**src/design/rcfd_pkg.sv**
```systemverilog
// Shared constants and types for the radio-control frame receiver decoder.
`timescale 1ns / 1ps

package rcfd_pkg;

  // Configuration register indexes
  localparam logic [1:0] CFG_GAP_THRESHOLD  = 2'd0;
  localparam logic [1:0] CFG_ELEVEN_BIT     = 2'd1;
  localparam logic [1:0] CFG_MANUAL_THRESH  = 2'd2;

  // Register reset values
  localparam logic [7:0]  GAP_THRESHOLD_RST = 8'd7;
  localparam logic        ELEVEN_BIT_RST    = 1'b0;
  localparam logic [10:0] MANUAL_THRESH_RST = 11'd600;

  // Input action codes
  localparam logic ACT_BYTE = 1'b0;
  localparam logic ACT_TICK = 1'b1;

  // Gap counter saturation point
  localparam logic [7:0] GAP_MAX = 8'hFF;

  // Largest number of decoded words in one frame
  localparam int MAX_WORDS = 7;

  // Highest channel id that is recognised
  localparam logic [5:0] LAST_KNOWN_ID = 6'd6;

  // Channel roles
  localparam logic [5:0] CH_THROTTLE = 6'd0;
  localparam logic [5:0] CH_FIRST_AXIS = 6'd1;
  localparam logic [5:0] CH_LAST_AXIS = 6'd3;
  localparam logic [5:0] CH_MODE = 6'd4;

  // Half-scale of the value field in each mode
  localparam logic signed [11:0] HALF_10BIT = 12'sd512;
  localparam logic signed [11:0] HALF_11BIT = 12'sd1024;

  typedef logic [7:0] byte_t;

endpackage

```
**src/design/rc_frame_receiver_channel_decoder_core.sv**
```systemverilog
// Top level of the radio-control frame receiver decoder: byte gathering and frame decode.
`timescale 1ns / 1ps

// Usage
// Input channel (in_valid / in_stall): each transaction is either a received byte
// (in_action = 0, data on in_rx_byte) or a one-millisecond tick (in_action = 1).
// Ticks advance a saturating gap counter. A byte that arrives after a gap longer
// than the gap threshold closes the gathered frame; if exactly FRAME_BYTES bytes
// were gathered the frame is decoded into up to seven channel words, which leave
// on the output channel (out_valid / out_stall), one per transaction, the final
// one flagged by out_last together with the throttle and manual-mode values.
// Configuration (cfg_valid / cfg_ready / cfg_index / cfg_data) is always ready;
// writes are meant to happen while the block is idle.
// A frame-closing byte starts a decode: the frame store has two synchronous read
// ports, so one word is read per cycle while the output is not stalled, then the
// new byte is written to entry 0 and the last word drains. The first word passes
// from the store reads through the read data register into the output register.
// in_stall is high while that decode runs.
// A stalled output holds its word and pauses the store reads; the input side
// keeps taking bytes and ticks once the decode has finished.
// Reset clears counters, stored channel values and configuration to defaults.
// The frame store itself is not cleared: only fully written frames are decoded.
module rc_frame_receiver_channel_decoder_core
  import rcfd_pkg::*;
#(
  parameter int FRAME_BYTES  = 16,
  parameter int HEADER_BYTES = 2,
  parameter int RX_LIMIT     = 128
) (
  input  logic               clk,
  input  logic               rst_n,
  // input channel
  input  logic               in_valid,
  output logic               in_stall,
  input  logic               in_action,
  input  logic [7:0]         in_rx_byte,
  // result channel
  output logic               out_valid,
  input  logic               out_stall,
  output logic [5:0]         out_channel_id,
  output logic [10:0]        out_raw_value,
  output logic signed [16:0] out_centered_value,
  output logic               out_channel_known,
  output logic               out_manual_mode,
  output logic [7:0]         out_throttle,
  output logic               out_last,
  // configuration
  input  logic               cfg_valid,
  output logic               cfg_ready,
  input  logic [1:0]         cfg_index,
  input  logic [10:0]        cfg_data
);

  localparam int WORD_SLOTS = (FRAME_BYTES - HEADER_BYTES) / 2;
  localparam int WORD_COUNT = (WORD_SLOTS > MAX_WORDS) ? MAX_WORDS :
                              ((WORD_SLOTS < 0) ? 0 : WORD_SLOTS);
  localparam int LAST_IDX   = (WORD_COUNT > 0) ? WORD_COUNT - 1 : 0;
  localparam int AW         = (FRAME_BYTES > 1) ? $clog2(FRAME_BYTES) : 1;
  localparam int CNT_MAX    = (RX_LIMIT > FRAME_BYTES) ? RX_LIMIT : FRAME_BYTES;
  localparam int CW         = $clog2(CNT_MAX + 1);

  typedef enum logic [1:0] {
    ST_IDLE,
    ST_READ,
    ST_WRITE,
    ST_DRAIN
  } state_t;

  // configuration registers
  logic [7:0]  gap_threshold_r;
  logic        eleven_bit_r;
  logic [10:0] manual_thresh_r;

  // control state
  state_t      state_r;
  logic [7:0]  gap_counter_r;
  logic [CW-1:0] byte_count_r;
  logic [2:0]  issue_idx_r;
  logic        s1_valid_r;
  logic [2:0]  s1_idx_r;
  byte_t       pend_byte_r;
  logic [10:0] throttle_raw_r;
  logic [10:0] mode_raw_r;

  // frame store
  byte_t       frame_mem [FRAME_BYTES];
  byte_t       rd_a_r;
  byte_t       rd_b_r;

  // output registers
  logic               out_valid_r;
  logic [5:0]         out_id_r;
  logic [10:0]        out_raw_r;
  logic signed [16:0] out_centered_r;
  logic               out_known_r;
  logic               out_manual_r;
  logic [7:0]         out_throttle_r;
  logic               out_last_r;

  // handshake decode
  logic          in_acc;
  logic          is_byte;
  logic          is_tick;
  logic          gap_hit;
  logic [CW-1:0] cnt_base;
  logic          start_dec;
  logic          out_free;
  logic          advance;
  logic          rd_en;
  logic          load_out;
  logic          wr_en;
  logic [AW-1:0] wr_addr;
  byte_t         wr_data;
  logic [AW-1:0] rd_addr_a;
  logic [AW-1:0] rd_addr_b;

  assign in_stall  = (state_r != ST_IDLE);
  assign cfg_ready = 1'b1;
  assign in_acc    = in_valid && !in_stall;
  assign is_byte   = in_acc && (in_action == ACT_BYTE);
  assign is_tick   = in_acc && (in_action == ACT_TICK);
  assign gap_hit   = (gap_counter_r > gap_threshold_r);
  assign cnt_base  = gap_hit ? '0 : byte_count_r;
  assign start_dec = is_byte && gap_hit && (byte_count_r == CW'(FRAME_BYTES)) &&
                     (WORD_COUNT > 0);

  assign out_free  = !out_valid_r || !out_stall;
  assign advance   = !s1_valid_r || out_free;
  assign rd_en     = (state_r == ST_READ) && advance;
  assign load_out  = s1_valid_r && out_free;

  // word addresses for the two read ports
  assign rd_addr_a = AW'(HEADER_BYTES + 2 * int'(issue_idx_r));
  assign rd_addr_b = AW'(HEADER_BYTES + 2 * int'(issue_idx_r) + 1);

  // write port: ordinary byte store, or the deferred first byte after a decode
  always_comb begin
    wr_en   = 1'b0;
    wr_addr = '0;
    wr_data = in_rx_byte;
    if (state_r == ST_WRITE) begin
      wr_en   = 1'b1;
      wr_addr = '0;
      wr_data = pend_byte_r;
    end else if (is_byte && !start_dec && (cnt_base < CW'(FRAME_BYTES))) begin
      wr_en   = 1'b1;
      wr_addr = cnt_base[AW-1:0];
    end
  end

  // frame store, one write and two registered reads
  always_ff @(posedge clk) begin
    if (wr_en) begin
      frame_mem[wr_addr] <= wr_data;
    end
    if (rd_en) begin
      rd_a_r <= frame_mem[rd_addr_a];
      rd_b_r <= frame_mem[rd_addr_b];
    end
  end

  // word split and scaling
  logic [15:0]        word;
  logic [5:0]         dec_id;
  logic [10:0]        dec_raw;
  logic signed [11:0] dec_diff;
  logic signed [16:0] dec_centered;
  logic               dec_known;
  logic               dec_last;
  logic [10:0]        thr_src_nxt;
  logic [10:0]        mode_src_nxt;
  logic [8:0]         thr_div;
  logic [7:0]         thr_sat;

  always_comb begin
    word = {rd_a_r, rd_b_r};
    if (eleven_bit_r) begin
      dec_raw  = word[10:0];
      dec_id   = {1'b0, word[15:11]};
      dec_diff = $signed({1'b0, dec_raw}) - HALF_11BIT;
    end else begin
      dec_raw  = {1'b0, word[9:0]};
      dec_id   = word[15:10];
      dec_diff = $signed({1'b0, dec_raw}) - HALF_10BIT;
    end
    // scale by 65536 / half: a shift of 6 or 7
    if ((dec_id >= CH_FIRST_AXIS) && (dec_id <= CH_LAST_AXIS)) begin
      dec_centered = eleven_bit_r ? (17'(dec_diff) <<< 6) : (17'(dec_diff) <<< 7);
    end else begin
      dec_centered = '0;
    end
    dec_known = (dec_id <= LAST_KNOWN_ID);
    dec_last  = (s1_idx_r == 3'(LAST_IDX));

    // stored channel values including the current word
    thr_src_nxt  = (dec_id == CH_THROTTLE) ? dec_raw : throttle_raw_r;
    mode_src_nxt = (dec_id == CH_MODE) ? dec_raw : mode_raw_r;
    thr_div      = eleven_bit_r ? {1'b0, thr_src_nxt[10:3]} : thr_src_nxt[10:2];
    thr_sat      = thr_div[8] ? 8'hFF : thr_div[7:0];
  end

  // configuration writes
  always_ff @(posedge clk) begin
    if (!rst_n) begin
      gap_threshold_r <= GAP_THRESHOLD_RST;
      eleven_bit_r    <= ELEVEN_BIT_RST;
      manual_thresh_r <= MANUAL_THRESH_RST;
    end else if (cfg_valid && cfg_ready) begin
      case (cfg_index)
        CFG_GAP_THRESHOLD: gap_threshold_r <= cfg_data[7:0];
        CFG_ELEVEN_BIT:    eleven_bit_r    <= cfg_data[0];
        CFG_MANUAL_THRESH: manual_thresh_r <= cfg_data;
        default: ;
      endcase
    end
  end

  // sequencer, counters and output register
  always_ff @(posedge clk) begin
    if (!rst_n) begin
      state_r        <= ST_IDLE;
      gap_counter_r  <= '0;
      byte_count_r   <= '0;
      issue_idx_r    <= '0;
      s1_valid_r     <= 1'b0;
      s1_idx_r       <= '0;
      throttle_raw_r <= '0;
      mode_raw_r     <= '0;
      out_valid_r    <= 1'b0;
    end else begin
      // gathering side
      if (is_tick && (gap_counter_r != GAP_MAX)) begin
        gap_counter_r <= gap_counter_r + 8'd1;
      end
      if (is_byte) begin
        gap_counter_r <= '0;
        if (cnt_base < CW'(RX_LIMIT)) begin
          byte_count_r <= cnt_base + CW'(1);
        end else begin
          byte_count_r <= cnt_base;
        end
      end

      // decode sequencer
      case (state_r)
        ST_IDLE: begin
          if (start_dec) begin
            pend_byte_r <= in_rx_byte;
            issue_idx_r <= '0;
            state_r     <= ST_READ;
          end
        end
        ST_READ: begin
          if (rd_en) begin
            issue_idx_r <= issue_idx_r + 3'd1;
            if (issue_idx_r == 3'(LAST_IDX)) begin
              state_r <= ST_WRITE;
            end
          end
        end
        ST_WRITE: begin
          state_r <= ST_DRAIN;
        end
        ST_DRAIN: begin
          if (!s1_valid_r) begin
            state_r <= ST_IDLE;
          end
        end
        default: state_r <= ST_IDLE;
      endcase

      // read data stage
      if (rd_en) begin
        s1_valid_r <= 1'b1;
        s1_idx_r   <= issue_idx_r;
      end else if (load_out) begin
        s1_valid_r <= 1'b0;
      end

      // output register
      if (load_out) begin
        out_valid_r    <= 1'b1;
        out_id_r       <= dec_id;
        out_raw_r      <= dec_raw;
        out_centered_r <= dec_centered;
        out_known_r    <= dec_known;
        out_last_r     <= dec_last;
        out_manual_r   <= dec_last && (mode_src_nxt > manual_thresh_r);
        out_throttle_r <= dec_last ? thr_sat : 8'd0;
        throttle_raw_r <= thr_src_nxt;
        mode_raw_r     <= mode_src_nxt;
      end else if (out_valid_r && !out_stall) begin
        out_valid_r <= 1'b0;
      end
    end
  end

  assign out_valid          = out_valid_r;
  assign out_channel_id     = out_id_r;
  assign out_raw_value      = out_raw_r;
  assign out_centered_value = out_centered_r;
  assign out_channel_known  = out_known_r;
  assign out_manual_mode    = out_manual_r;
  assign out_throttle       = out_throttle_r;
  assign out_last           = out_last_r;

  // checks
  a_idle_no_pending: assert property (@(posedge clk) disable iff (!rst_n)
    (state_r == ST_IDLE) |-> !s1_valid_r)
    else $error("read stage busy while sequencer idle");

  a_no_write_during_read: assert property (@(posedge clk) disable iff (!rst_n)
    (state_r == ST_READ) |-> !wr_en)
    else $error("frame store written during decode reads");

  a_count_bounded: assert property (@(posedge clk) disable iff (!rst_n)
    byte_count_r <= CW'(CNT_MAX))
    else $error("byte count beyond limit");

  a_summary_on_last_only: assert property (@(posedge clk) disable iff (!rst_n)
    (out_valid_r && !out_last_r) |-> (out_throttle_r == 8'd0 && !out_manual_r))
    else $error("throttle or manual flag on a non-final word");

  a_decode_starts_reads: assert property (@(posedge clk) disable iff (!rst_n)
    start_dec |=> (state_r == ST_READ) && in_stall)
    else $error("frame close did not start decode");

endmodule
```
**config.mk**
```make
export PLATFORM = sky130hd
export DESIGN_NAME = rc_frame_receiver_channel_decoder_core
export DESIGN_NICKNAME = d
export VERILOG_FILES = /design/src/design/rcfd_pkg.sv /design/src/design/rc_frame_receiver_channel_decoder_core.sv
export SDC_FILE = /design/constraint.sdc
export NUM_CORES = 1
export LEC_CHECK = 0
export CAP_MARGIN = 10
export CORE_MARGIN = 1.5
export CORE_UTILIZATION = 35
export CTS_BUF_LIST = sky130_fd_sc_hd__clkbuf_8 sky130_fd_sc_hd__clkbuf_16
export DETAILED_ROUTE_END_ITERATION = 7
export DONT_BUFFER_PORTS = 1
export MAX_ROUTING_LAYER = met4
export PLACE_DENSITY = 0.6
export SKIP_LAST_GASP = 1
export SLEW_MARGIN = 15
export SYNTH_ARGS = -nofsm -noshare
export SYNTH_HDL_FRONTEND = slang
export SYNTH_SLANG_ARGS = --single-unit
```
**constraint.sdc**
```tcl
create_clock -name clk -period 8.96 [get_ports clk]
set_input_delay 0.448 -clock clk [delete_from_list [all_inputs] [get_ports clk]]
set_output_delay 0.448 -clock clk [all_outputs]
set_load 0.02 [all_outputs]
```
==> results by group, run 1 <==
Clock tree
  • Total CTS buffers: 29
  • Worst-path clk slew: 60 ps
  • H-tree levels: 1
  • Worst-Skew Late Latency: 540 ps
  • CTS tree: yes
  • CTS max path bufs: 3
  • Root Buffer: clkbuf_16
  • Clk sinks: 257

Critical path
  • Worst Path Required: 9220 ps
  • CP max stage delay: 870 ps
  • Worst setup path startpoint: eleven_bit_r
  • R2r worst-path depth: 12
  • Reg-to-Reg End: out_manual_mode
  • Worst Setup EP: out_manual_mode
  • CP Data Arrival Time: 3990 ps
  • R2r startpoint: eleven_bit_r
  • Crit path cell chain: buf_4 > nand2b_1 > nor3_1 > o21ai_1 > mux2_2 > ha_1 > nor2b_1 > o21a_1 > o21a_1 > o21a_1 > o211ai_1 > a31oi_1
  • WP depth: 12
  • CP Class: reg2reg
  • Maximum fanout along the worst path: 38
  • CP Launch Type: register
  • Worst setup EP type: register
  • Crit-path most repeated cell: o21a_1
  • Buf/Inv on CP: 1
  • R2r setup slk: 5230 ps
  • Critical-path top delay cell: o21ai_1
  • Crit-path leading delay family: compound AO/OA/AOI/OAI gates

STA
  • Max Freq: 268 MHz
  • Slew margin rel.: 0.249
  • Worst slew pin tran: 1120 ps
  • Setup TNS: 0 ps
  • Final period util: 0.416
  • RSZ-0062 raised after global routing: false
  • Max Clock Skew: 15.5 ps
  • Final setup margin: 5230 ps
  • Final setup viols: 0
  • Final Max Tran Viols: 0
  • Final Hold Vio Count: 0
  • Crit path time final: 3730 ps

Place
  • Placement Setup Slack: 5250 ps
  • Cells after DPL: 1,159
  • Post-DP HPWL: 14,500 µm
  • Cell Area, Placed: 11,500 µm²
  • IO buf count: 0
  • Final GP Congestion: 0.782

Run status
  • Status: complete, no violations

Pwr
  • Static Leak: 4.16 nW
  • PD cells: 202 nW/µm²
  • Peak supply drop: 0.138 mV

Logic synthesis
  • Top cells by count, synth: edfxtp_1 (191), nand2_1 (73), dfxtp_1 (66), nor2_1 (61), mux2i_1 (37)
  • Seq/Total Area, Yosys: 0.638
  • Netlist cell types: 54
  • Synth Warn #: 0
  • Top cell type's share of synthesized area: 0.519
  • Synth area leader: edfxtp_1
  • Syn Std Cell Area: 11,100 µm²
  • Mean Syn Cell Area: 13.9 µm²
  • Most frequent cell after synthesis: edfxtp_1
  • Syn Inst Count: 793
  • Share of flip-flops with an asynchronous set or reset: 0
  • Top post-synthesis cells by area: edfxtp_1 (52%), dfxtp_1 (12%), mux4_2 (6.5%)
  • Number of flops mapped to enable cells by yosys: 191
  • Main synth FF type: edfxtp_1
  • Flops & latches, synth: 257

Route
  • Routed WL: 22,200 µm
  • Via/cell ratio: 5.04
  • Drc violations: 0
  • Initial DRC Count: 364
  • Vias: 6,154
  • Pre-antenna DRT Iters: 4
  • Post-route ant nets: 0
  • Routed wire per std cell: 18.2 µm

Cells and area
  • Final design utilization: 0.406
  • Nets@finish: 858
  • Synth-to-layout area growth: 13.4%
  • Fillers: 2,787
  • Fraction of layout cells with a size suffix above 1: 0.162
  • Post-route cell area: 12,500 µm²
  • Post-Layout Cell Count: 1,222
  • Antenna cells: 0

Floorplan
  • IO Pins: 75
  • Overall die width: 181 µm
  • Initial core utilization: 0.359
  • Die area: 32,700 µm²
  • Core Region: 30,800 µm²
  • Core Rows: 64
  • Die height: 181 µm

Flow run
  • Max-cap violations: 0

Min path
  • Worst Hold Depth: 2
  • Min-Delay Path Class: in2reg

Global route
  • Gr ovfl total: 0
  • Largest net degree at the start of global routing: 62
  • Global-route wire length before repair: 34,900 µm
  • Total global-route track usage: 0.141
  • Vias in the first global route: 5,996
  • Initial antenna violation count: 0
## power breakdown
part           internal [mW]  total (mW)  switching [mW]
clock                  0.724        1.20           0.476
combinational         0.0192      0.0535          0.0342
sequential              1.28        1.28         0.00356
total                   2.02        2.54           0.513
## registers in the layout, summed over array words and instances, names as in the netlist, 9 cells and up
name / flops
out_raw_value: 11
mode_raw_r: 11
throttle_raw_r: 9
frame_mem: 128
manual_thresh_r: 11
out_centered_value: 11
## cells by family after synthesis
kind of cell,Yosys count,synth area share
mux,104,0.134
simple gates,219,0.0936
compound gates,103,0.0676
fa+ha+maj,28,0.0317
xor+xnor,7,0.00555
buf+inv,73,0.0282
flops,257,0.638
other cells,2,0.000679
## layout make-up
class,count,area (µm²),share of cell area
timing repair buffer,18,158,0.0126
sequential,257,7060,0.563
inverter,29,109,0.00869
clock buffer,31,753,0.0601
clock inverter,23,233,0.0186
tap,396,495,0.0395
multi-input combinational,468,3730,0.297
## through the flow
step,hold WS (ps),total power [mW]
after floorplan,438,1.35
after global placement,453,1.36
after detailed placement,454,1.36
after CTS,2.20,2.57
after global routing,19.4,2.62
final,53.8,2.54
## metal layers
metal  track usage  wire length [µm]  share of wire  vias to the layer above
li1              -                 -              -                     2969
met1         0.184              9930           0.45                     3024
met2         0.231             10800           0.48                      126
met3        0.0226              1040          0.047                       35
met4        0.0323               476          0.021                        0
met5             -                 0              0                        -
## how the worst min path moves through the flow
| stage | endpoint | from |
|---|---|---|
| 3_3_place_gp | s1_idx_r[0] | s1_idx_r[0] |
| 2_1_floorplan | s1_idx_r[0] | s1_idx_r[0] |
| 4_1_cts | byte_count_r[6] | rst_n |
| 5_1_grt | byte_count_r[6] | rst_n |
| 3_5_place_dp | s1_idx_r[0] | s1_idx_r[0] |
| 6_report | manual_thresh_r[9] | cfg_data[9] |
## cells in the final DEF (no fill, tap or decap), types with 7 or more instances in the layout
cell,count
clkbuf_16,29
a211oi_1,15
a21oi_1,15
nand3b_1,8
nand2_1,73
mux2_2,35
mux2i_1,37
nor2b_1,21
mux4_2,32
o21ai_0,8
ha_1,27
dfxtp_1,65
nand3_1,17
conb_1,7
nor3_1,9
inv_1,31
edfxtp_1,191
a21boi_0,23
nand4_1,7
buf_4,9
nor2_1,61
dlygate4sd3_1,9
o211ai_1,11
## timing repair
action                                  4_1_cts  5_1_grt
gates resized for setup                       0        0
buffers inserted                              0        0
endpoints found under the hold margin        15        0
hold buffers                                  9        0
endpoints found under the setup margin        0        0
(Power assumes the default switching activity.)
==> run 2: changes to the inputs <==
==> constraint.sdc (replaced) <==
create_clock -name clk -period 3.68 [get_ports clk]
set_input_delay 0.184 -clock clk [delete_from_list [all_inputs] [get_ports clk]]
set_output_delay 0.184 -clock clk [all_outputs]
set_load 0.02 [all_outputs]
==> results by group, run 2 (synthesis gave the netlist of run 1 again) <==
STA
  • Max Freq: 331 MHz
  • WHS: 20.1 ps
  • Final setup viols: 0
  • Worst slew pin tran: 915 ps
  • Setup TNS: 0 ps
  • Max Clock Skew: 19.8 ps
  • RSZ-0062 raised after global routing: false
  • Final setup margin: 663 ps
  • Final Hold Vio Count: 0
  • Final Max Tran Viols: 0
  • Slew margin rel.: 0.390
  • Crit path time final: 3020 ps
  • Final period util: 0.820

Place
  • Cells after DPL: 1,170
  • IO buf count: 0
  • Cell Area, Placed: 11,500 µm²
  • Final GP Congestion: 0.754
  • Post-DP HPWL: 14,800 µm
  • Placement Setup Slack: 688 ps

Route
  • Vias: 6,208
  • Pre-antenna DRT Iters: 4
  • Routed WL: 22,500 µm
  • Initial DRC Count: 451
  • Routed wire per std cell: 18.0 µm
  • Post-route ant nets: 0
  • Via/cell ratio: 4.96
  • Drc violations: 0

Cells and area
  • Synth-to-layout area growth: 15.9%
  • Nets@finish: 889
  • Post-Layout Cell Count: 1,252
  • Post-route cell area: 12,800 µm²
  • Most common cell after layout, fill and taps aside: edfxtp_1
  • Largest register FFs: 128
  • Largest reg by FF count: frame_mem
  • Antenna cells: 0
  • Most frequent cells in the layout: edfxtp_1 (191), nand2_1 (73), dfxtp_1 (65)
  • Fillers: 2,772
  • Final design utilization: 0.416
  • Fraction of layout cells with a size suffix above 1: 0.165

Critical path
  • R2r setup slk: 660 ps
  • CP Launch Type: register
  • R2r worst-path depth: 8
  • Worst setup EP type: register
  • Maximum fanout along the worst path: 8
  • CP Class: reg2reg
  • R2r startpoint: gap_threshold_r[5]
  • CP Data Arrival Time: 3170 ps
  • Worst Path Required: 3830 ps
  • Reg-to-Reg End: frame_mem[11][3]

Floorplan
  • Die height: 181 µm
  • IO Pins: 75
  • Overall die width: 181 µm
  • Die area: 32,700 µm²
  • Core Region: 30,800 µm²
  • Initial core utilization: 0.359
  • Core Rows: 64

Min path
  • Worst Hold Path EP: manual_thresh_r[5]
  • Hold_sp: rst_n
  • Min-Delay Path Class: in2reg
  • Worst Hold Depth: 2

Pwr
  • Peak supply drop: 0.376 mV
  • Static Leak: 4.31 nW
  • PnR Total Power: 6.13 mW
  • PD cells: 478 nW/µm²

Run status
  • Status: complete, no violations

Flow run
  • Max-cap violations: 0

Clock tree
  • Root Buffer: clkbuf_16
  • Clk sinks: 257
  • Postcts setup bufs: 0
  • Post-cts repair resize count: 0
  • CTS hold repair buffers: 30
  • Worst-path clk slew: 60 ps
  • CTS max path bufs: 3
  • H-tree levels: 1
  • CTS tree: yes
  • Worst-Skew Late Latency: 540 ps
  • Total CTS buffers: 28

Global route
  • Largest net degree at the start of global routing: 66
  • Global-route wire length before repair: 35,700 µm
  • Gr ovfl total: 0
  • Total global-route track usage: 0.144
  • Vias in the first global route: 6,181
  • Initial antenna violation count: 0
-- run 2: how the worst max path moves through the flow --
stage	endpoint	startpoint	slack, ps
detailed placement	frame_mem[11][2]	state_r[0]	690
global route	frame_mem[11][6]	state_r[0]	320
global placement	frame_mem[11][5]	gap_threshold_r[7]	730
CTS	frame_mem[11][3]	gap_threshold_r[5]	660
finish	frame_mem[11][3]	gap_threshold_r[5]	660
floorplan	out_manual_mode	rd_a_r[5]	780
-- run 2: metal layers --
layer	up-vias	track usage	part of all wire
met5	-	-	0
met4	0	0.0383	0.024
met3	37	0.0216	0.042
met2	147	0.231	0.47
met1	2989	0.190	0.46
li1	3035	-	-
-- run 2: where the power goes --
part           internal, mW  total (mW)  switching (mW)
logic                0.0641       0.162          0.0981
registers              3.12        3.13         0.00890
clock network          1.76        2.84            1.08
-- run 2: area by class of cell --
| cell class | instances | area, µm² | share of cell area |
|---|---|---|---|
| Timing Repair Buffer | 50 | 468 | 0.0365 |
| Sequential cell | 257 | 7060 | 0.551 |
| Inverter | 29 | 109 | 0.00850 |
| Clock inverter | 20 | 196 | 0.0153 |
| Clock buffer | 32 | 767 | 0.0599 |
| Tap cell | 396 | 495 | 0.0387 |
| Multi-Input combinational cell | 468 | 3720 | 0.290 |
-- run 2: critical path, cell delays in order (launching register included) --
cell,delay [ps]
dfxtp_1,320
inv_1,60
ha_1,300
nand4_1,170
nand2b_1,210
and2_4,150
nor3_1,540
nand3b_1,250
nor2_1,640
==> run 3: changes to the inputs <==
==> constraint.sdc (replaced) <==
create_clock -name clk -period 2.9 [get_ports clk]
set_input_delay 0.145 -clock clk [delete_from_list [all_inputs] [get_ports clk]]
set_output_delay 0.145 -clock clk [all_outputs]
set_load 0.02 [all_outputs]
==> results by group, run 3 (synthesis gave the netlist of run 1 again) <==
Route
  • Pre-antenna DRT Iters: 4
  • Vias: 6,266
  • Initial DRC Count: 453
  • Routed wire per std cell: 17.5 µm
  • Via/cell ratio: 4.94
  • Post-route ant nets: 0
  • Routed WL: 22,200 µm
  • Drc violations: 0

Place
  • Cells after DPL: 1,185
  • Final GP Congestion: 0.782
  • Placement Setup Slack: 272 ps
  • Post-DP HPWL: 14,500 µm
  • IO buf count: 0

STA
  • Slew margin rel.: 0.399
  • Max Freq: 376 MHz
  • RSZ-0062 raised after global routing: false
  • Setup TNS: 0 ps
  • Final Hold Vio Count: 0
  • Final setup margin: 239 ps
  • Crit path time final: 2660 ps
  • Final Max Tran Viols: 0
  • Final period util: 0.918
  • Worst slew pin tran: 902 ps
  • Max Clock Skew: 16.7 ps
  • Final setup viols: 0

Global route
  • Initial antenna violation count: 0
  • Largest net degree at the start of global routing: 66
  • Vias in the first global route: 6,202
  • Global-route wire length before repair: 35,100 µm
  • Total global-route track usage: 0.142
  • Gr ovfl total: 0

Clock tree
  • Clk sinks: 257
  • CTS max path bufs: 3
  • H-tree levels: 1
  • Post-cts repair resize count: 0
  • Root Buffer: clkbuf_16
  • Postcts setup bufs: 0
  • Total CTS buffers: 28
  • Worst-Skew Late Latency: 530 ps
  • CTS tree: yes
  • CTS hold repair buffers: 31
  • Worst-path clk slew: 60 ps

Critical path
  • Worst setup EP type: register
  • Crit path cell chain: ha_1 > nand4_1 > nand2b_1 > and2_4 > or2_0 > nor2_1 > ha_1 > nand2_1 > or4_1 > a21boi_1
  • Maximum fanout along the worst path: 7
  • Buf/Inv on CP: 0
  • CP Data Arrival Time: 3120 ps
  • Worst Path Required: 3360 ps
  • Crit-path most repeated cell: ha_1
  • Crit-path leading delay family: simple AND/OR/NAND/NOR gates
  • Critical-path top delay cell: or4_1
  • CP Launch Type: register
  • CP Class: reg2reg
  • R2r setup slk: 240 ps
  • CP max stage delay: 420 ps

Cells and area
  • Most common cell after layout, fill and taps aside: edfxtp_1
  • Largest reg by FF count: frame_mem
  • Post-Layout Cell Count: 1,268
  • Antenna cells: 0
  • Final design utilization: 0.420
  • Nets@finish: 905
  • Synth-to-layout area growth: 17.0%
  • Most frequent cells in the layout: edfxtp_1 (191), nand2_1 (73), dfxtp_1 (65)
  • Fraction of layout cells with a size suffix above 1: 0.178
  • Largest register FFs: 128

Flow run
  • Max-cap violations: 0

Floorplan
  • Die height: 181 µm
  • Initial core utilization: 0.359
  • Die area: 32,700 µm²
  • Overall die width: 181 µm
  • IO Pins: 75
  • Core Region: 30,800 µm²
  • Core Rows: 64

Pwr
  • Peak supply drop: 0.502 mV
  • Static Leak: 4.38 nW
  • PD cells: 602 nW/µm²
  • PnR Total Power: 7.78 mW

Run status
  • Status: complete, no violations

Min path
  • Min-Delay Path Class: in2reg
==> run 3: through the flow <==
step / hold slack [ps] / cell area [µm²]
after global routing: 38.1 / 12900
final: 38.4 / 12900
after floorplan: 244 / 11100
after detailed placement: 229 / 11600
after global placement: 222 / 11600
after CTS: 19.6 / 12900
==> run 3: worst paths after layout <==
kind                                         start                 end  depth (start not counted)
worst max-delay path              gap_counter_r[7]     byte_count_r[4]                         10
worst min-delay path                         rst_n      pend_byte_r[3]                          3
worst max register to register    gap_counter_r[7]     byte_count_r[4]                         10
worst min register to register  manual_thresh_r[7]  manual_thresh_r[7]                          2
==> run 3: power breakdown <==
group	total (mW)	internal, mW	leakage [nW]	switching [mW]
clock network	3.61	2.19	0.500	1.42
registers	3.97	3.95	2.23	0.0115
logic	0.210	0.0855	1.65	0.124
==> run 3: routing by layer <==
metal | routed length [µm] | vias to the layer above | track usage
met4 | 584 | 0 | 0.0430
met3 | 769 | 40 | 0.0220
met2 | 10700 | 110 | 0.230
met1 | 10200 | 3048 | 0.183
met5 | 0 | - | -
li1 | - | 3068 | -
==> run 3: layout make-up <==
type	instances	area, µm²
Inverter	29	109
Multi-Input combinational cell	468	3720
Clock buffer	32	778
Fill cell	2770	17900
Tap cell	396	495
Sequential cell	257	7060
Timing Repair Buffer	66	591
Clock inverter	20	185
==> run 3: worst register-to-register path: cells and delay by family, from the launching register on <==
family / cells / cell delay, ps
compound gates: 1 / 140
fa+ha+maj: 2 / 540
flops: 1 / 350
simple gates: 7 / 1570
